$ cat src/rtl/core/elc_pkg.sv
// ----------------------------------------------------------------------------
// Elevator controller package
// Shared types, state codes, lamp positions and reset constants for the
// three-floor car controller.
// ----------------------------------------------------------------------------
package elc_pkg;

    localparam int PIN_W   = 16;
    localparam int LAMP_W  = 12;
    localparam int DRIVE_W = 2;
    localparam int STATE_W = 4;
    localparam int HOLD_W  = 16;

    localparam logic [HOLD_W-1:0] HOLD_RESET = 16'd5000;

    // Positions of the latched request lamps
    localparam int L_DOOR = 0;
    localparam int L_F1IN = 1;
    localparam int L_F2IN = 2;
    localparam int L_F3IN = 3;
    localparam int L_F1UP = 8;
    localparam int L_F2UP = 9;
    localparam int L_F2DN = 10;
    localparam int L_F3DN = 11;

    // Positions of the sampled pins
    localparam int PIN_DONE = 10;
    localparam int PIN_MID  = 11;
    localparam int PIN_REQ  = 14;
    localparam int PIN_F1IN = 15;

    // Drive latch codes
    localparam logic [DRIVE_W-1:0] DRIVE_IDLE  = 2'd0;
    localparam logic [DRIVE_W-1:0] DRIVE_MOTOR = 2'd2;
    localparam logic [DRIVE_W-1:0] DRIVE_DOOR  = 2'd3;

    typedef enum logic [STATE_W-1:0] {
        ST_F3_CLOSED  = 4'd0,
        ST_F3_OPENING = 4'd1,
        ST_F3_CLOSING = 4'd2,
        ST_F3_OPEN    = 4'd3,
        ST_F2_CLOSED  = 4'd4,
        ST_F2_OPENING = 4'd5,
        ST_F2_CLOSING = 4'd6,
        ST_F2_OPEN    = 4'd7,
        ST_F1_CLOSED  = 4'd8,
        ST_F1_OPENING = 4'd9,
        ST_F1_CLOSING = 4'd10,
        ST_F1_OPEN    = 4'd11,
        ST_DOWN_25    = 4'd12,
        ST_DOWN_15    = 4'd13,
        ST_UP_15      = 4'd14,
        ST_UP_25      = 4'd15
    } car_state_t;

    // Controller state carried from one tick to the next
    typedef struct packed {
        car_state_t          car_state;
        logic [LAMP_W-1:0]   lamps;
        logic [HOLD_W-1:0]   door_timer;
        logic                restarted;
        logic [DRIVE_W-1:0]  drive;
    } ctrl_state_t;

    localparam ctrl_state_t CTRL_RESET = '{
        car_state:  ST_F1_CLOSED,
        lamps:      '0,
        door_timer: '0,
        restarted:  1'b0,
        drive:      DRIVE_IDLE
    };

endpackage

$ cat src/rtl/core/elc_step.sv
// ----------------------------------------------------------------------------
// Elevator controller step logic
// Latches call requests from one pin sample and computes the next controller
// state, lamp vector, door timer and drive latch for one tick.
// ----------------------------------------------------------------------------
module elc_step (
    input  logic [elc_pkg::PIN_W-1:0]  pins,
    input  logic [elc_pkg::HOLD_W-1:0] door_hold,
    input  elc_pkg::ctrl_state_t       cur,
    output elc_pkg::ctrl_state_t       nxt
);

    logic                        done;
    logic                        mid;
    logic                        req;
    logic [elc_pkg::LAMP_W-1:0]  lat;
    logic                        f2_any;

    assign done = pins[elc_pkg::PIN_DONE];
    assign mid  = pins[elc_pkg::PIN_MID];
    assign req  = pins[elc_pkg::PIN_REQ];

    // Latch new calls before the state decision looks at the lamps
    always_comb
    begin
        lat = cur.lamps | {pins[9:0], 2'b00};
        lat[elc_pkg::L_DOOR] = lat[elc_pkg::L_DOOR] | req;
        lat[elc_pkg::L_F1IN] = lat[elc_pkg::L_F1IN] | pins[elc_pkg::PIN_F1IN];
    end

    assign f2_any = lat[elc_pkg::L_F2IN] | lat[elc_pkg::L_F2UP] | lat[elc_pkg::L_F2DN];

    // One step of the car controller
    always_comb
    begin
        nxt = cur;
        nxt.lamps = lat;
        case (cur.car_state)
            elc_pkg::ST_F3_CLOSED:
            begin
                if (lat[elc_pkg::L_F3IN] && lat[elc_pkg::L_F3DN])
                begin
                    nxt.lamps[elc_pkg::L_DOOR] = 1'b0;
                    nxt.car_state = elc_pkg::ST_F3_OPENING;
                end
                else if (lat[elc_pkg::L_DOOR])
                begin
                    nxt.lamps[elc_pkg::L_F3IN] = 1'b0;
                    nxt.lamps[elc_pkg::L_F3DN] = 1'b0;
                    nxt.car_state = elc_pkg::ST_F3_OPENING;
                end
                else if (lat[elc_pkg::L_F3IN])
                begin
                    nxt.lamps[elc_pkg::L_F3DN] = 1'b0;
                    nxt.car_state = elc_pkg::ST_F3_OPENING;
                end
                else if (lat[elc_pkg::L_F3DN])
                begin
                    nxt.lamps[elc_pkg::L_F3IN] = 1'b0;
                    nxt.car_state = elc_pkg::ST_F3_OPENING;
                end
                else if (lat[elc_pkg::L_F1IN] || lat[elc_pkg::L_F1UP] || f2_any)
                begin
                    nxt.car_state = elc_pkg::ST_DOWN_25;
                end
            end
            elc_pkg::ST_F2_CLOSED:
            begin
                if (lat[elc_pkg::L_F2IN] && lat[elc_pkg::L_F2DN] && lat[elc_pkg::L_F2UP])
                begin
                    nxt.lamps[elc_pkg::L_DOOR] = 1'b0;
                    nxt.car_state = elc_pkg::ST_F2_OPENING;
                end
                else if (lat[elc_pkg::L_DOOR])
                begin
                    nxt.lamps[elc_pkg::L_F2IN] = 1'b0;
                    nxt.lamps[elc_pkg::L_F2UP] = 1'b0;
                    nxt.lamps[elc_pkg::L_F2DN] = 1'b0;
                    nxt.car_state = elc_pkg::ST_F2_OPENING;
                end
                else if (lat[elc_pkg::L_F2IN])
                begin
                    nxt.lamps[elc_pkg::L_F2UP] = 1'b0;
                    nxt.lamps[elc_pkg::L_F2DN] = 1'b0;
                    nxt.car_state = elc_pkg::ST_F2_OPENING;
                end
                else if (lat[elc_pkg::L_F2DN])
                begin
                    nxt.lamps[elc_pkg::L_F2IN] = 1'b0;
                    nxt.lamps[elc_pkg::L_F2UP] = 1'b0;
                    nxt.car_state = elc_pkg::ST_F2_OPENING;
                end
                else if (lat[elc_pkg::L_F2UP])
                begin
                    nxt.lamps[elc_pkg::L_F2IN] = 1'b0;
                    nxt.lamps[elc_pkg::L_F2DN] = 1'b0;
                    nxt.car_state = elc_pkg::ST_F2_OPENING;
                end
                else if (lat[elc_pkg::L_F1IN] || lat[elc_pkg::L_F1UP])
                begin
                    nxt.car_state = elc_pkg::ST_DOWN_15;
                end
                else if (lat[elc_pkg::L_F3IN] || lat[elc_pkg::L_F3DN])
                begin
                    nxt.car_state = elc_pkg::ST_UP_25;
                end
            end
            elc_pkg::ST_F1_CLOSED:
            begin
                if (lat[elc_pkg::L_F1IN] && lat[elc_pkg::L_F1UP])
                begin
                    nxt.lamps[elc_pkg::L_DOOR] = 1'b0;
                    nxt.car_state = elc_pkg::ST_F1_OPENING;
                end
                else if (lat[elc_pkg::L_DOOR])
                begin
                    nxt.lamps[elc_pkg::L_F1IN] = 1'b0;
                    nxt.lamps[elc_pkg::L_F1UP] = 1'b0;
                    nxt.car_state = elc_pkg::ST_F1_OPENING;
                end
                else if (lat[elc_pkg::L_F1IN])
                begin
                    nxt.lamps[elc_pkg::L_F1UP] = 1'b0;
                    nxt.car_state = elc_pkg::ST_F1_OPENING;
                end
                else if (lat[elc_pkg::L_F1UP])
                begin
                    nxt.lamps[elc_pkg::L_F1IN] = 1'b0;
                    nxt.car_state = elc_pkg::ST_F1_OPENING;
                end
                else if (lat[elc_pkg::L_F3IN] || lat[elc_pkg::L_F3DN] || f2_any)
                begin
                    nxt.car_state = elc_pkg::ST_UP_15;
                end
            end
            // Door opening: drive the door until it reports done
            elc_pkg::ST_F3_OPENING, elc_pkg::ST_F2_OPENING, elc_pkg::ST_F1_OPENING:
            begin
                nxt.drive = elc_pkg::DRIVE_DOOR;
                if (done)
                begin
                    nxt.drive = elc_pkg::DRIVE_IDLE;
                    nxt.lamps[elc_pkg::L_DOOR] = 1'b0;
                    if (cur.car_state == elc_pkg::ST_F3_OPENING)
                    begin
                        nxt.lamps[elc_pkg::L_F3IN] = 1'b0;
                        nxt.lamps[elc_pkg::L_F3DN] = 1'b0;
                        nxt.car_state = elc_pkg::ST_F3_OPEN;
                    end
                    else if (cur.car_state == elc_pkg::ST_F2_OPENING)
                    begin
                        nxt.lamps[elc_pkg::L_F2IN] = 1'b0;
                        nxt.lamps[elc_pkg::L_F2UP] = 1'b0;
                        nxt.lamps[elc_pkg::L_F2DN] = 1'b0;
                        nxt.car_state = elc_pkg::ST_F2_OPEN;
                    end
                    else
                    begin
                        nxt.lamps[elc_pkg::L_F1IN] = 1'b0;
                        nxt.lamps[elc_pkg::L_F1UP] = 1'b0;
                        nxt.car_state = elc_pkg::ST_F1_OPEN;
                    end
                end
            end
            // Door closing: a door request reopens, done completes the close
            elc_pkg::ST_F3_CLOSING:
            begin
                if (req)
                    nxt.car_state = elc_pkg::ST_F3_OPENING;
                else if (done)
                    nxt.car_state = elc_pkg::ST_F3_CLOSED;
            end
            elc_pkg::ST_F2_CLOSING:
            begin
                if (req)
                    nxt.car_state = elc_pkg::ST_F2_OPENING;
                else if (done)
                    nxt.car_state = elc_pkg::ST_F2_CLOSED;
            end
            elc_pkg::ST_F1_CLOSING:
            begin
                if (req)
                    nxt.car_state = elc_pkg::ST_F1_OPENING;
                else if (done)
                    nxt.car_state = elc_pkg::ST_F1_CLOSED;
            end
            // Door open: hold for the programmed number of ticks
            elc_pkg::ST_F3_OPEN, elc_pkg::ST_F2_OPEN, elc_pkg::ST_F1_OPEN:
            begin
                if (cur.door_timer == door_hold)
                begin
                    nxt.drive      = elc_pkg::DRIVE_DOOR;
                    nxt.restarted  = 1'b0;
                    nxt.door_timer = '0;
                    if (cur.car_state == elc_pkg::ST_F3_OPEN)
                        nxt.car_state = elc_pkg::ST_F3_CLOSING;
                    else if (cur.car_state == elc_pkg::ST_F2_OPEN)
                        nxt.car_state = elc_pkg::ST_F2_CLOSING;
                    else
                        nxt.car_state = elc_pkg::ST_F1_CLOSING;
                end
                else if (cur.drive == elc_pkg::DRIVE_IDLE && !cur.restarted)
                begin
                    nxt.door_timer = '0;
                    nxt.restarted  = 1'b1;
                end
                else
                begin
                    nxt.door_timer = cur.door_timer + 1'b1;
                end
            end
            // Travel states; at mid-floor with nothing pending the car keeps moving
            elc_pkg::ST_DOWN_25:
            begin
                nxt.drive = elc_pkg::DRIVE_MOTOR;
                if (mid)
                begin
                    if (f2_any)
                    begin
                        nxt.car_state = elc_pkg::ST_F2_CLOSED;
                        nxt.drive     = elc_pkg::DRIVE_DOOR;
                    end
                    else if (lat[elc_pkg::L_F1IN] || lat[elc_pkg::L_F1UP])
                    begin
                        nxt.car_state = elc_pkg::ST_DOWN_15;
                    end
                end
            end
            elc_pkg::ST_DOWN_15:
            begin
                nxt.drive = elc_pkg::DRIVE_MOTOR;
                if (mid)
                begin
                    nxt.car_state = elc_pkg::ST_F1_CLOSED;
                    nxt.drive     = elc_pkg::DRIVE_IDLE;
                end
            end
            elc_pkg::ST_UP_15:
            begin
                nxt.drive = elc_pkg::DRIVE_MOTOR;
                if (mid)
                begin
                    if (f2_any)
                    begin
                        nxt.car_state = elc_pkg::ST_F2_CLOSED;
                        nxt.drive     = elc_pkg::DRIVE_IDLE;
                    end
                    else if (lat[elc_pkg::L_F3IN] || lat[elc_pkg::L_F3DN])
                    begin
                        nxt.car_state = elc_pkg::ST_UP_25;
                    end
                end
            end
            default:
            begin
                nxt.drive = elc_pkg::DRIVE_MOTOR;
                if (mid)
                begin
                    nxt.car_state = elc_pkg::ST_F3_CLOSED;
                    nxt.drive     = elc_pkg::DRIVE_IDLE;
                end
            end
        endcase
    end

endmodule

$ cat src/rtl/core/three_floor_elevator_controller.sv
// ----------------------------------------------------------------------------
// Three-floor elevator controller
// Takes one pin sample per tick, latches calls, steps the car controller and
// returns the lamp vector, drive latch and state for every tick.
//
//   Channel      Direction  Payload (lowest bit first)
//   s_axis_*     in         tdata[15:0] pin_sample
//   m_axis_*     out        tdata[11:0] lamp_bits, [13:12] drive_bits,
//                           [17:14] car_state_out, [23:18] zero
//   cfg_wr_*     in         door_hold_ticks, 16 bit, written when cfg_wr_en
//
// One sample per clock cycle is taken while the output is not stalled. A
// sample moves into the input register at its transfer, and its result is
// loaded from there into the result register, which presents it. The
// controller state advances when a sample moves from the input register into
// the result register. A stalled output holds both registers; s_axis_tready
// is high while the input register is empty or the result register can move.
// Reset puts the car at floor one with the door closed, all lamps off and the
// door hold at 5000 ticks.
// ----------------------------------------------------------------------------
module three_floor_elevator_controller (
    input  logic                        clk,
    input  logic                        rst_n,
    input  logic                        s_axis_tvalid,
    output logic                        s_axis_tready,
    input  logic [15:0]                 s_axis_tdata,  // [15:0] pin_sample
    output logic                        m_axis_tvalid,
    input  logic                        m_axis_tready,
    // [11:0] lamp_bits, [13:12] drive_bits, [17:14] car_state_out, [23:18] zero
    output logic [23:0]                 m_axis_tdata,
    input  logic                        cfg_wr_en,
    input  logic [elc_pkg::HOLD_W-1:0]  cfg_wr_data
);

    logic [elc_pkg::PIN_W-1:0]   pins_reg;
    logic                        pins_valid_reg;
    logic [elc_pkg::HOLD_W-1:0]  hold_reg;
    elc_pkg::ctrl_state_t        ctrl_reg;
    elc_pkg::ctrl_state_t        ctrl_next;
    logic                        out_valid_reg;
    logic [23:0]                 out_data_reg;
    logic [23:0]                 out_data_next;
    logic                        out_free;
    logic                        step_fire;

    assign out_free      = !out_valid_reg || m_axis_tready;
    assign step_fire     = pins_valid_reg && out_free;
    assign s_axis_tready = !pins_valid_reg || out_free;

    // Door hold register
    always_ff @(posedge clk or negedge rst_n)
    begin
        if (!rst_n)
            hold_reg <= elc_pkg::HOLD_RESET;
        else if (cfg_wr_en)
            hold_reg <= cfg_wr_data;
    end

    // Input register
    always_ff @(posedge clk or negedge rst_n)
    begin
        if (!rst_n)
            pins_valid_reg <= 1'b0;
        else if (s_axis_tready)
            pins_valid_reg <= s_axis_tvalid;
    end

    always_ff @(posedge clk)
    begin
        if (s_axis_tvalid && s_axis_tready)
            pins_reg <= s_axis_tdata;
    end

    // Controller step
    elc_step u_step (
        .pins      (pins_reg),
        .door_hold (hold_reg),
        .cur       (ctrl_reg),
        .nxt       (ctrl_next)
    );

    always_ff @(posedge clk or negedge rst_n)
    begin
        if (!rst_n)
            ctrl_reg <= elc_pkg::CTRL_RESET;
        else if (step_fire)
            ctrl_reg <= ctrl_next;
    end

    // Result register
    assign out_data_next = {6'b0, ctrl_next.car_state, ctrl_next.drive, ctrl_next.lamps};

    always_ff @(posedge clk or negedge rst_n)
    begin
        if (!rst_n)
            out_valid_reg <= 1'b0;
        else if (out_free)
            out_valid_reg <= pins_valid_reg;
    end

    always_ff @(posedge clk)
    begin
        if (step_fire)
            out_data_reg <= out_data_next;
    end

    assign m_axis_tvalid = out_valid_reg;
    assign m_axis_tdata  = out_data_reg;

endmodule

$ cat config.mk
export PLATFORM = sky130hd
export DESIGN_NAME = three_floor_elevator_controller
export DESIGN_NICKNAME = d
export VERILOG_FILES = /design/src/rtl/core/elc_pkg.sv /design/src/rtl/core/elc_step.sv /design/src/rtl/core/three_floor_elevator_controller.sv
export SDC_FILE = /design/constraint.sdc
export NUM_CORES = 1
export LEC_CHECK = 0
export ABC_AREA = 1
export BUFFER_PORTS_ARGS = -buffer_cell sky130_fd_sc_hd__buf_2
export CAP_MARGIN = 10
export CORE_MARGIN = 2
export CORE_UTILIZATION = 30
export DETAILED_ROUTE_END_ITERATION = 12
export SLEW_MARGIN = 5
export SYNTH_ARGS = -nofsm -noshare
export SYNTH_HDL_FRONTEND = slang
export SYNTH_SLANG_ARGS = --single-unit
$ cat constraint.sdc
create_clock -name clk -period 1.75 [get_ports clk]
set_input_delay 0.35 -clock clk [delete_from_list [all_inputs] [get_ports clk]]
set_output_delay 0.35 -clock clk [all_outputs]
set_load 0.1 [all_outputs]
==> implementation parameters, run 1 <==
Parameter                              Value

Synthesis
  Count of synthesis-stage warnings from yosys    0
  Number of distinct library cells after synthesis    43
  Avg Inst Size Synth    8.30 sq um
  Number of instances in the synthesized netlist    523
  Area share of xor/xnor cells in the synthesized design    1.41%
  Share of synthesized area spent on multiplexers    0%
  Complex-gate fraction of the synthesized area    7.41%
  Area fraction in and, or, nand and nor cells after synthesis    just under 30%
  Post-Syn Area    4340 sq um
  Register area share after synthesis    a little over half
  Arithmetic-cell share of the synthesized area counting full adders, half adders and majority gates    0.288%
  Number of storage elements in the synthesis netlist    85
  Dominant combinational cell family by area after synthesis    simple AND/OR/NAND/NOR gates

Detailed routing
  Vias after detailed routing    roughly 3500
  Average routed wire per standard cell    12.4 microns
  Number of violations reported at the end of detailed-routing iteration 0    149
  Post-detailed-route via-to-cell ratio    4.48
  Wirelength, routed    between 9000 and 10000 microns
  DRC violations left    0
  Number of iterations in the first detailed-routing pass    4
  Remaining number of nets flagged by the antenna check after routing    0

CTS
  Clock root buffer    sky130_fd_sc_hd__clkbuf_16
  Cts bufs inserted    9
  Clock-pin transition on the worst setup and hold timing paths    0.07 ns
  H-tree depth    3
  Clock buffer depth    2
  Later-pin clock latency in the skew report    about 0.35 ns
  Clock tree from TritonCTS    built
  Clock Sinks    85

Timing
  Highest clock rate    between 500 and 600 MHz
  Worst-case setup margin in the final layout    0.0579 ns
  Worst clock skew    ~0.0093 ns
  Max-slew violation total from the final report    0
  Total of endpoints with negative setup slack in the final report    0
  Fin crit period    about 1.7 ns
  Setup repair after global routing missed its margin    true
  Final critical-path share of the clock period    96.7%
  Hold_ws    around 0.18 ns
  Count of final hold-check violations    0

Placed design
  DP Worst Slack    0.0565 ns
  Input/output buffers    54
  Weighted congestion at the end of routability-driven global placement    0.871
  Half-perimeter wire length after placement    6820 microns

GRT
  Maximum number of pins on one net before global-route repair    54
  Global-route wire length before repair    16400 microns
  Initial antenna violation count    0
  GRT Total Usage    13.0%
  Number of global-route vias before repair    approximately 3500
  Overflow left after global routing    0

Worst setup path
  Arrival time worst endpoint    roughly 1.9 ns
  Delay-heaviest family, CP    simple AND/OR/NAND/NOR gates
  Highest-delay cell along the critical path    sky130_fd_sc_hd__dfstp_2
  Delay of the slowest cell on the worst path    approximately 0.54 ns
  Category of the worst setup path launch point    flip-flop
  Sum of buffers and inverters on the critical path    3
  Path type of the worst setup path    reg2reg
  Worst Path Required    between 1.5 and 2 ns
  Type of destination of the critical path    flip-flop
  Critical path peak fanout    5
  Sequence of cells on the critical path    inv_2, nand2_2, nand2_2, nor2_2, nand2_1, nor2_1, nand2_1, inv_2, nor2_4, nor2_8, clkbuf_16, nor2_1

Final layout
  Proportion of layout cells with a drive suffix above 1    between 20% and 30%
  Number of nets in the layout    643
  Core occupancy in the finished layout    39.2%
  Flip-flop count of the largest register, all copies and words added    35
  Number of antenna cells inserted    0
  Count of filler cells inserted in the layout    1406
  Synthesis-to-finish area growth    26.4%

Power and ir drop
  Power Density    1540 nW/um^2
  Leakage dissipation    2.51 nW
  Peak ir drop on the vdd network    0.563 mV

Floorplan
  Initial Util    31.0%
  Core area    14000 sq um
  Die width    124 microns
  Die Outline Area    15400 sq um
  Die outline height    124 microns
  Standard-cell row count    43
  Count of pins on the block boundary    63

Status
  Result of the run    complete, no violations

Min path
  Worst hold-check path type    in2reg

Flow run
  Number of max-cap violations    0
-- per-stage QoR --
step	power, mW	cells	setup TNS (ns)	area [sq um]
2_1_floorplan	5.31	528	0	4380
3_3_place_gp	5.95	763	0	4930
3_5_place_dp	6.01	763	0	4930
4_1_cts	8.26	780	0	5280
5_1_grt	8.94	790	-0.887	5490
6_report	8.43	790	0	5490
-- path summary, 6_finish.rpt --
| kind | start | to | slack (ns) | depth (start not counted) |
|---|---|---|---|---|
| worst max-delay path | hold_reg[3] | ctrl_reg[13] | 0.06 | 12 |
| worst min-delay path | s_axis_tdata[4] | pins_reg[4] | 0.18 | 1 |
| worst max register to register | hold_reg[3] | ctrl_reg[13] | 0.06 | 12 |
| worst min register to register | ctrl_reg[26] | ctrl_reg[26] | 0.46 | 2 |
| max in group asynchronous | rst_n | hold_reg[7] | 0.92 | 3 |
| min in group asynchronous | rst_n | ctrl_reg[13] | 0.51 | 3 |
-- area by class of cell --
| type | instances | area (sq um) | share of cell area, % |
|---|---|---|---|
| clock inverter | 6 | 110 | 2.01 |
| multi-input combinational | 360 | 1810 | 33.0 |
| tap | 180 | 225 | 4.10 |
| sequential | 85 | 2300 | 42.0 |
| timing repair buffer | 80 | 538 | 9.81 |
| clock buffer | 10 | 229 | 4.17 |
| inverter | 69 | 273 | 4.97 |
-- per-layer routing --
metal	part of all wire (%)	global-route usage (%)	up-vias
met5	0	0	-
met4	2.2	4.63	0
met3	4.1	3.57	15
met2	47	20.4	86
met1	47	17.2	1629
li1	-	-	1812
-- repair_timing --
| action | 4_1_cts | 5_1_grt |
|---|---|---|
| gates resized for setup | 0 | 39 |
| setup buffers | 0 | 9 |
| endpoints found under the setup margin | 0 | 28 |
| endpoints found under the hold margin | 19 | 0 |
| hold buffers | 1 | 0 |
-- cells in the mapped netlist --
| master | number | area (sq um) |
|---|---|---|
| sky130_fd_sc_hd__nor4_1 | 1 | 6.26 |
| sky130_fd_sc_hd__nor3_4 | 1 | 16.3 |
| sky130_fd_sc_hd__nand3_4 | 1 | 17.5 |
| sky130_fd_sc_hd__clkbuf_1 | 5 | 18.8 |
| sky130_fd_sc_hd__a21oi_1 | 16 | 80.1 |
| sky130_fd_sc_hd__nor2_4 | 3 | 33.8 |
| sky130_fd_sc_hd__inv_1 | 57 | 214 |
| sky130_fd_sc_hd__conb_1 | 1 | 3.75 |
| sky130_fd_sc_hd__o21a_1 | 1 | 7.51 |
| sky130_fd_sc_hd__ha_1 | 1 | 12.5 |
| sky130_fd_sc_hd__nand3b_1 | 1 | 7.51 |
| sky130_fd_sc_hd__xor2_1 | 7 | 61.3 |
| sky130_fd_sc_hd__nand3_1 | 15 | 75.1 |
| sky130_fd_sc_hd__o21ai_1 | 4 | 20.0 |
| sky130_fd_sc_hd__nand2_2 | 4 | 25.0 |
| sky130_fd_sc_hd__clkinv_2 | 2 | 10.0 |
| sky130_fd_sc_hd__edfxtp_1 | 32 | 961 |
| sky130_fd_sc_hd__buf_2 | 1 | 5.00 |
| sky130_fd_sc_hd__dfrtp_1 | 47 | 1180 |
| sky130_fd_sc_hd__a41oi_2 | 1 | 16.3 |
| sky130_fd_sc_hd__o21bai_1 | 1 | 7.51 |
| sky130_fd_sc_hd__inv_2 | 9 | 33.8 |
| sky130_fd_sc_hd__nor2_1 | 52 | 195 |
| sky130_fd_sc_hd__a21oi_2 | 1 | 8.76 |
| sky130_fd_sc_hd__o31ai_2 | 1 | 12.5 |
| sky130_fd_sc_hd__o211ai_1 | 1 | 7.51 |
| sky130_fd_sc_hd__nand2_1 | 178 | 668 |
| sky130_fd_sc_hd__buf_6 | 2 | 22.5 |
| sky130_fd_sc_hd__nand3_2 | 2 | 20.0 |
| sky130_fd_sc_hd__nand4_1 | 7 | 43.8 |
| sky130_fd_sc_hd__nand2_4 | 1 | 11.3 |
| sky130_fd_sc_hd__and2_1 | 1 | 6.26 |
| sky130_fd_sc_hd__clkinv_1 | 1 | 3.75 |
| sky130_fd_sc_hd__nor3_2 | 5 | 50.1 |
| sky130_fd_sc_hd__nor2_2 | 8 | 50.1 |
| sky130_fd_sc_hd__nor3_1 | 7 | 35.0 |
| sky130_fd_sc_hd__dfstp_2 | 6 | 158 |
| sky130_fd_sc_hd__nor2_8 | 1 | 20.0 |
| sky130_fd_sc_hd__o31ai_1 | 2 | 15.0 |
| sky130_fd_sc_hd__nor4_2 | 1 | 12.5 |
| sky130_fd_sc_hd__buf_4 | 6 | 45.0 |
| sky130_fd_sc_hd__a31oi_1 | 1 | 6.26 |
| sky130_fd_sc_hd__o21ai_0 | 28 | 140 |
-- logic make-up (layout without fill, tap and decap cells) --
| group | after synthesis | after routing |
|---|---|---|
| AO/OA/AOI/OAI | 57 | 57 |
| XOR/XNOR | 7 | 7 |
| adder cells (fa/ha/maj) | 1 | 1 |
| buffers and inverters | 83 | 165 |
| flip-flops | 85 | 85 |
| other | 1 | 6 |
| AND/OR/NAND/NOR | 289 | 289 |
-- power breakdown --
part | internal [mW] | switching, mW
registers | 2.62 | 0.374
clock network | 1.40 | 0.816
logic | 0.923 | 2.31
total | 4.94 | 3.50
-- worst reg2reg max path, delay by kind of cell, from the launching register on --
kind | cells | cell delay [ns]
simple gates | 9 | 0.77
flops | 1 | 0.54
buf+inv | 3 | 0.29
-- placed cells by master, fill, tap and decap left out, drive strengths merged --
master       netlist  layout
a21oi             17      17
a31oi              1       1
a41oi              1       1
and2               1       1
buf                9      78
bufinv             0       3
clkbuf             5      11
clkinv             3       3
clkinvlp           0       1
conb               1       6
dfrtp             47      47
dfstp              6       6
dlygate4sd3        0       1
edfxtp            32      32
ha                 1       1
inv               66      68
nand2            183     183
nand3             18      18
nand3b             1       1
nand4              7       7
nor2              64      64
nor3              13      13
nor4               2       2
o211ai             1       1
o21a               1       1
o21ai             32      32
o21bai             1       1
o31ai              3       3
xor2               7       7
(Power assumes the default switching activity.)
==> inputs of run 2 (changes only) <==
Settings changed: ABC_AREA 1 to not set.
==> run 2 against run 1 <==
Against the previous run: the run now ends with negative setup slack left; utilization up 2.9 points; worst hold slack improved by 0.0040 ns; synthesized area fell by 7.2%; combinational power shrank 30%; sequential power is 13% lower; global-route usage rose by 0.84 points; wire length fell by 3.4%; cell count shrank 16%; via count fell by 12%; die area decreased by 7.0%; count of clock-buffer cells in the layout unchanged; non-clock buffer count up 43; critical endpoint is now m_axis_tdata[16].
==> implementation parameters, run 2 <==
Parameter                              Value

Final layout
  Count of filler cells inserted in the layout    about 1300
  Synthesis-to-finish area growth    38.0%
  Proportion of layout cells with a drive suffix above 1    about 43%
  Flip-flop count of the largest register, all copies and words added    35
  Final Instance Area    approximately 5600 sq um
  Core occupancy in the finished layout    approximately 42%
  Number of antenna cells inserted    0
  Number of nets in the layout    between 500 and 600
  Most common library cell in the layout ignoring fill and taps    sky130_fd_sc_hd__buf_4
  Commonest cells after routing, fill and taps aside    sky130_fd_sc_hd__buf_4, sky130_fd_sc_hd__buf_2, sky130_fd_sc_hd__dfrtp_1

CTS
  Clock Sinks    85
  Clock root buffer    sky130_fd_sc_hd__clkbuf_16
  Later-pin clock latency in the skew report    0.34 ns
  Cts bufs inserted    9
  H-tree depth    3
  Clock-pin transition on the worst setup and hold timing paths    0.06 ns
  Clock buffer depth    2
  Clock tree from TritonCTS    built

Timing
  Setup repair after global routing missed its margin    true
  Count of final hold-check violations    0
  Fin crit period    just under 2 ns
  Highest clock rate    519 MHz
  Worst-case setup margin in the final layout    -0.175 ns
  Final critical-path share of the clock period    110%
  Worst clock skew    0.00542 ns
  Total of endpoints with negative setup slack in the final report    10
  Max-slew violation total from the final report    0

Worst setup path
  Delay-heaviest family, CP    simple AND/OR/NAND/NOR gates
  Arrival time worst endpoint    2.02 ns
  Delay of the slowest cell on the worst path    approximately 0.57 ns
  Type of destination of the critical path    flip-flop
  Category of the worst setup path launch point    flip-flop
  Path type of the worst setup path    reg2reg
  Highest-delay cell along the critical path    sky130_fd_sc_hd__or4_4
  Worst Path Required    ~1.8 ns
  Sum of buffers and inverters on the critical path    2
  Sequence of cells on the critical path    or4_4, buf_4, buf_6, nor3_4, o21ai_2, a21oi_2, nor2_1
  Critical path peak fanout    3

Synthesis
  Biggest area contributors in the synthesized netlist    sky130_fd_sc_hd__dfrtp_1, sky130_fd_sc_hd__edfxtp_1, sky130_fd_sc_hd__mux2_2
  Avg Inst Size Synth    about 11 sq um
  Post-Syn Area    about 4000 sq um
  Post-synthesis cell type with the largest combined area    sky130_fd_sc_hd__dfrtp_1
  Most instantiated flip-flop cell in the synthesis netlist    sky130_fd_sc_hd__dfrtp_1
  Share of synthesized area spent on multiplexers    under 10%
  Number of storage elements in the synthesis netlist    85
  Area fraction in and, or, nand and nor cells after synthesis    17.2%
  Number of distinct library cells after synthesis    50
  Count of synthesis-stage warnings from yosys    0
  Yosys top cell area share    roughly 30%
  Area share of xor/xnor cells in the synthesized design    6.53%
  Complex-gate fraction of the synthesized area    8.42%
  Leading cell types by count after synthesis    sky130_fd_sc_hd__dfrtp_1, sky130_fd_sc_hd__nor2_1, sky130_fd_sc_hd__edfxtp_1, sky130_fd_sc_hd__nand2_1, sky130_fd_sc_hd__mux2_2
  Register area share after synthesis    57.0%
  Dominant combinational cell family by area after synthesis    simple AND/OR/NAND/NOR gates
  Number of instances in the synthesized netlist    360
  Synth async-reset ratio    62.4%
  Arithmetic-cell share of the synthesized area counting full adders, half adders and majority gates    0.311%
  Dominant cell by count in the synthesized netlist    sky130_fd_sc_hd__dfrtp_1
  Post-synth EDFFs    32

Placed design
  DP Worst Slack    -0.285 ns
  Placed Area    4990 sq um
  Half-perimeter wire length after placement    approximately 6700 microns
  Weighted congestion at the end of routability-driven global placement    0.810
  Input/output buffers    between 50 and 60

GRT
  Number of global-route vias before repair    3144
  GRT Total Usage    between 10 and 15%
  Overflow left after global routing    0
  Maximum number of pins on one net before global-route repair    38
  Global-route wire length before repair    15400 microns
  Initial antenna violation count    0

Detailed routing
  DRC violations left    0
  Vias after detailed routing    3114
  Wirelength, routed    9450 microns
  Remaining number of nets flagged by the antenna check after routing    0
  Number of violations reported at the end of detailed-routing iteration 0    117
  Average routed wire per standard cell    14.3 microns
  Post-detailed-route via-to-cell ratio    4.72
  Number of iterations in the first detailed-routing pass    4

Power and ir drop
  Leakage dissipation    ~2.3 nW
  Final Total Pwr    6.88 mW
  Peak ir drop on the vdd network    0.674 mV
  Power Density    1240 nW/um^2

Floorplan
  Initial Util    30.5%
  Die width    120 microns
  Die outline height    120 microns
  Count of pins on the block boundary    63
  Standard-cell row count    42
  Die Outline Area    around 14000 sq um
  Core area    13200 sq um

Status
  Result of the run    finished with violations
  Failing checks    negative setup slack

Min path
  Worst hold-check path type    in2reg

Flow run
  Number of max-cap violations    0
-- run 2: changes by cell type in the layout (fill, tap and decap cells not counted), moves of 14 or more --
cell | previous run | this run
sky130_fd_sc_hd__mux2_2 | 0 | 22
sky130_fd_sc_hd__inv_1 | 53 | 8
sky130_fd_sc_hd__buf_4 | 21 | 58
sky130_fd_sc_hd__o21ai_0 | 24 | 10
sky130_fd_sc_hd__nand2_1 | 170 | 29
sky130_fd_sc_hd__xnor2_1 | 0 | 14
-- run 2: timing repair --
item / CTS / global route
pin swaps: 12 / 9
gates resized for setup: 14 / 26
hold buffers: 1 / 0
endpoints found under the hold margin: 6 / 0
endpoints found under the setup margin: 28 / 37
setup buffers: 3 / 6
-- run 2: area by class of cell --
class | instances | area [sq um] | share of cell area (%)
tap | 176 | 220 | 3.96
sequential | 85 | 2300 | 41.4
inverter | 8 | 30.0 | 0.541
timing repair buffer | 123 | 863 | 15.5
clock inverter | 6 | 87.6 | 1.58
clock buffer | 10 | 229 | 4.12
multi-input combinational | 252 | 1820 | 32.8
-- run 2: stage by stage --
step | hold WS (ns) | cells | TNS [ns]
floorplan | 0.0544 | 365 | -6.71
global placement | 0.228 | 635 | -2.04
detailed placement | 0.233 | 635 | -2.31
CTS | 0.161 | 654 | -1.25
global route | 0.157 | 660 | -2.88
finish | 0.180 | 660 | -1.31
-- run 2: report_power, final --
part | total [mW] | leakage, nW | switching [mW] | internal (mW)
registers | 2.61 | 0.889 | 0.227 | 2.39
clock network | 2.02 | 0.156 | 0.767 | 1.25
logic | 2.25 | 1.21 | 1.37 | 0.875
-- run 2: worst paths after layout --
kind	cells after the start	slack, ns	to	startpoint
worst min register to register	1	0.45	ctrl_reg[26]	ctrl_reg[26]
max in group asynchronous	3	0.71	ctrl_reg[34]	rst_n
min in group asynchronous	2	0.42	hold_reg[11]	rst_n
worst max-delay path	7	-0.18	m_axis_tdata[16]	ctrl_reg[28]
worst max register to register	7	-0.18	m_axis_tdata[16]	ctrl_reg[28]
worst min-delay path	1	0.18	pins_reg[4]	s_axis_tdata[4]
-- run 2: worst register-to-register path: cells and delay by family (launching register included) --
| kind | cells | cell delay, ns |
|---|---|---|
| simple gates | 3 | 0.80 |
| buf+inv | 2 | 0.27 |
| flops | 1 | 0.38 |
| compound gates | 2 | 0.23 |
-- run 2: per-layer routing --
layer | vias to the layer above | track usage, % | wire length [microns]
met2 | 56 | 24.8 | 4920
met3 | 8 | 4.85 | 392
li1 | 1516 | - | -
met1 | 1534 | 15.9 | 4030
met4 | 0 | 2.65 | 108
met5 | - | 0 | 0
-- run 2: cells by family after synthesis --
logic type,count (synthesis)
AND/OR/NAND/NOR,137
flip-flops,85
AO/OA/AOI/OAI,52
XOR/XNOR,30
buffers and inverters,28
multiplexers,26
adder cells (fa/ha/maj),1
other,1
==> inputs of run 3 (changes only) <==
Settings changed: CORE_UTILIZATION 30 to 51, PLACE_DENSITY set to 0.76.
==> run 3 against run 2 <==
Against the previous run: the run still ends with negative setup slack left; highest routed layer unchanged; wire length decreased by 2.9%; critical path depth shrank 2; non-clock buffer count decreased by 4; sequential power about the same; sequential cell count unchanged; register-to-register slack improved by 0.04 ns.
==> implementation parameters, run 3 (same netlist as run 2, synthesis figures left out) <==
Parameter                              Value

Final layout
  Synthesis-to-finish area growth    34.2%
  Core occupancy in the finished layout    a little over two thirds
  Number of nets in the layout    513
  Proportion of layout cells with a drive suffix above 1    a little over two fifths
  Number of antenna cells inserted    0
  Most common library cell in the layout ignoring fill and taps    sky130_fd_sc_hd__buf_4
  Flip-flop count of the largest register, all copies and words added    35
  Commonest cells after routing, fill and taps aside    sky130_fd_sc_hd__buf_4, sky130_fd_sc_hd__buf_2, sky130_fd_sc_hd__dfrtp_1
  Final Instance Area    between 5000 and 6000 sq um
  Final cell count without fillers    582

Status
  Failing checks    negative setup slack
  Result of the run    finished with violations

Detailed routing
  Vias after detailed routing    3147
  Average routed wire per standard cell    15.8 microns
  Remaining number of nets flagged by the antenna check after routing    0
  DRC violations left    0
  Number of iterations in the first detailed-routing pass    4
  Post-detailed-route via-to-cell ratio    about 5.4
  Wirelength, routed    9180 microns
  Number of violations reported at the end of detailed-routing iteration 0    103

Worst setup path
  Number of cell instances on the worst register-to-register path    5
  Arrival time worst endpoint    2.00 ns
  Critical path peak fanout    4
  Delay of the slowest cell on the worst path    0.57 ns
  Sequence of cells on the critical path    or4_4, o21ai_0, o21ai_0, nor4_2, nand2_1
  Type of destination of the critical path    flip-flop
  Category of the worst setup path launch point    flip-flop
  Worst Path Required    1.87 ns
  Highest-delay cell along the critical path    sky130_fd_sc_hd__or4_4
  Path type of the worst setup path    reg2reg
  Most common cell on crit path    sky130_fd_sc_hd__o21ai_0

Floorplan
  Core area    7690 sq um
  Initial Util    52.4%
  Standard-cell row count    32
  Die width    92.9 microns
  Die Outline Area    around 8600 sq um
  Die outline height    92.9 microns
  Count of pins on the block boundary    63

CTS
  Later-pin clock latency in the skew report    0.36 ns
  Clock buffer depth    2
  Clock-pin transition on the worst setup and hold timing paths    around 0.09 ns
  Clock tree from TritonCTS    built
  Clock Sinks    85
  Clock root buffer    sky130_fd_sc_hd__clkbuf_8
  Cts bufs inserted    9
  H-tree depth    3

Timing
  Max-slew headroom    ~64%
  Slew of the pin with the lowest slew margin    0.536 ns
  Final critical-path share of the clock period    108%
  Worst-case setup margin in the final layout    -0.135 ns
  Total of endpoints with negative setup slack in the final report    23
  Hold_ws    0.154 ns
  Max-slew violation total from the final report    0
  Summed negative setup slack over all endpoints    -1.41 ns
  Worst clock skew    0.0121 ns
  Setup repair after global routing missed its margin    true
  Fin crit period    1.89 ns
  Count of final hold-check violations    0
  Highest clock rate    about 530 MHz

Min path
  Count of cells along the worst hold path    1
  Worst hold-check path type    in2reg

Power and ir drop
  Relative contribution of the clock network to total power    24.0%
  Power Density    1190 nW/um^2
  Switching power    between 2 and 2.5 mW
  Peak ir drop on the vdd network    roughly 0.73 mV
  Sequential power share    40.4%
  Final Total Pwr    6.46 mW
  Internal portion of total power    4.08 mW
  Switching power share of the total    36.8%
  Logic gate share of total power    35.6%
  Leakage dissipation    between 2 and 2.5 nW

Placed design
  DP Cell Count    roughly 560
  DP Worst Slack    -0.282 ns
  Input/output buffers    between 50 and 60
  Half-perimeter wire length after placement    6340 microns
  Placed Area    between 4000 and 5000 sq um
  Weighted congestion at the end of routability-driven global placement    roughly 0.92

GRT
  Number of global-route vias before repair    3164
  GRT Total Usage    22.0%
  Maximum number of pins on one net before global-route repair    37
  Global-route wire length before repair    14600 microns
  Initial antenna violation count    0
  Overflow left after global routing    0

Flow run
  Number of max-cap violations    0
==> run 3: cell types whose count changed in the layout (fill, tap and decap cells not counted), sizes merged <==
| cell | previous run | this run |
|---|---|---|
| clkinv | 4 | 3 |
| clkbuf | 11 | 9 |
| buf | 121 | 118 |
| inv | 8 | 10 |
==> run 3: power groups by stage <==
stage	sequential [mW]	combinational (mW)	clock (mW)
final	2.61	2.30	1.55
after detailed placement	2.62	2.01	0
after global routing	2.65	2.47	1.65
after global placement	2.61	1.97	0
after floorplan	3.03	0.933	0
after CTS	2.60	2.10	1.58
==> run 3: metal layers <==
layer  GRT usage [%]  vias up  routed length [microns]
li1                -     1508                        -
met1            25.8     1540                     3750
met2            38.9       72                     4830
met3            4.80       27                      347
met4            8.82        0                      250
met5               0        -                        0
==> run 3: cell type report <==
| type | count | area [sq um] |
|---|---|---|
| clock buffer | 9 | 124 |
| clock inverter | 7 | 96.3 |
| fill | 570 | 2280 |
| inverter | 8 | 30.0 |
| multi-input combinational | 252 | 1870 |
| sequential | 85 | 2300 |
| tap | 102 | 128 |
| timing repair buffer | 119 | 853 |
==> run 3: final timing paths <==
kind	slack, ns	to	from
hold reg to reg	0.46	ctrl_reg[25]	ctrl_reg[25]
hold / removal	0.15	pins_reg[3]	s_axis_tdata[3]
setup reg to reg	-0.14	m_axis_tdata[14]	ctrl_reg[27]
max in group asynchronous	0.67	ctrl_reg[34]	rst_n
min in group asynchronous	0.46	hold_reg[1]	rst_n
setup / recovery	-0.14	m_axis_tdata[14]	ctrl_reg[27]
==> run 3: worst max-delay path: cells and delay by family (launching register included) <==
family           cells  cell delay, ns
AO/OA/AOI/OAI        2            0.30
flip-flops           1            0.38
AND/OR/NAND/NOR      3            0.95
==> run 3: repair_timing <==
| item | 4_1_cts | 5_1_grt |
|---|---|---|
| gates cloned | 0 | 0 |
| pin swaps | 10 | 22 |
| endpoints found under the setup margin | 30 | 36 |
| hold buffers | 1 | 0 |
| gates resized for setup | 16 | 32 |
| endpoints found under the hold margin | 16 | 0 |
| setup buffers | 3 | 3 |
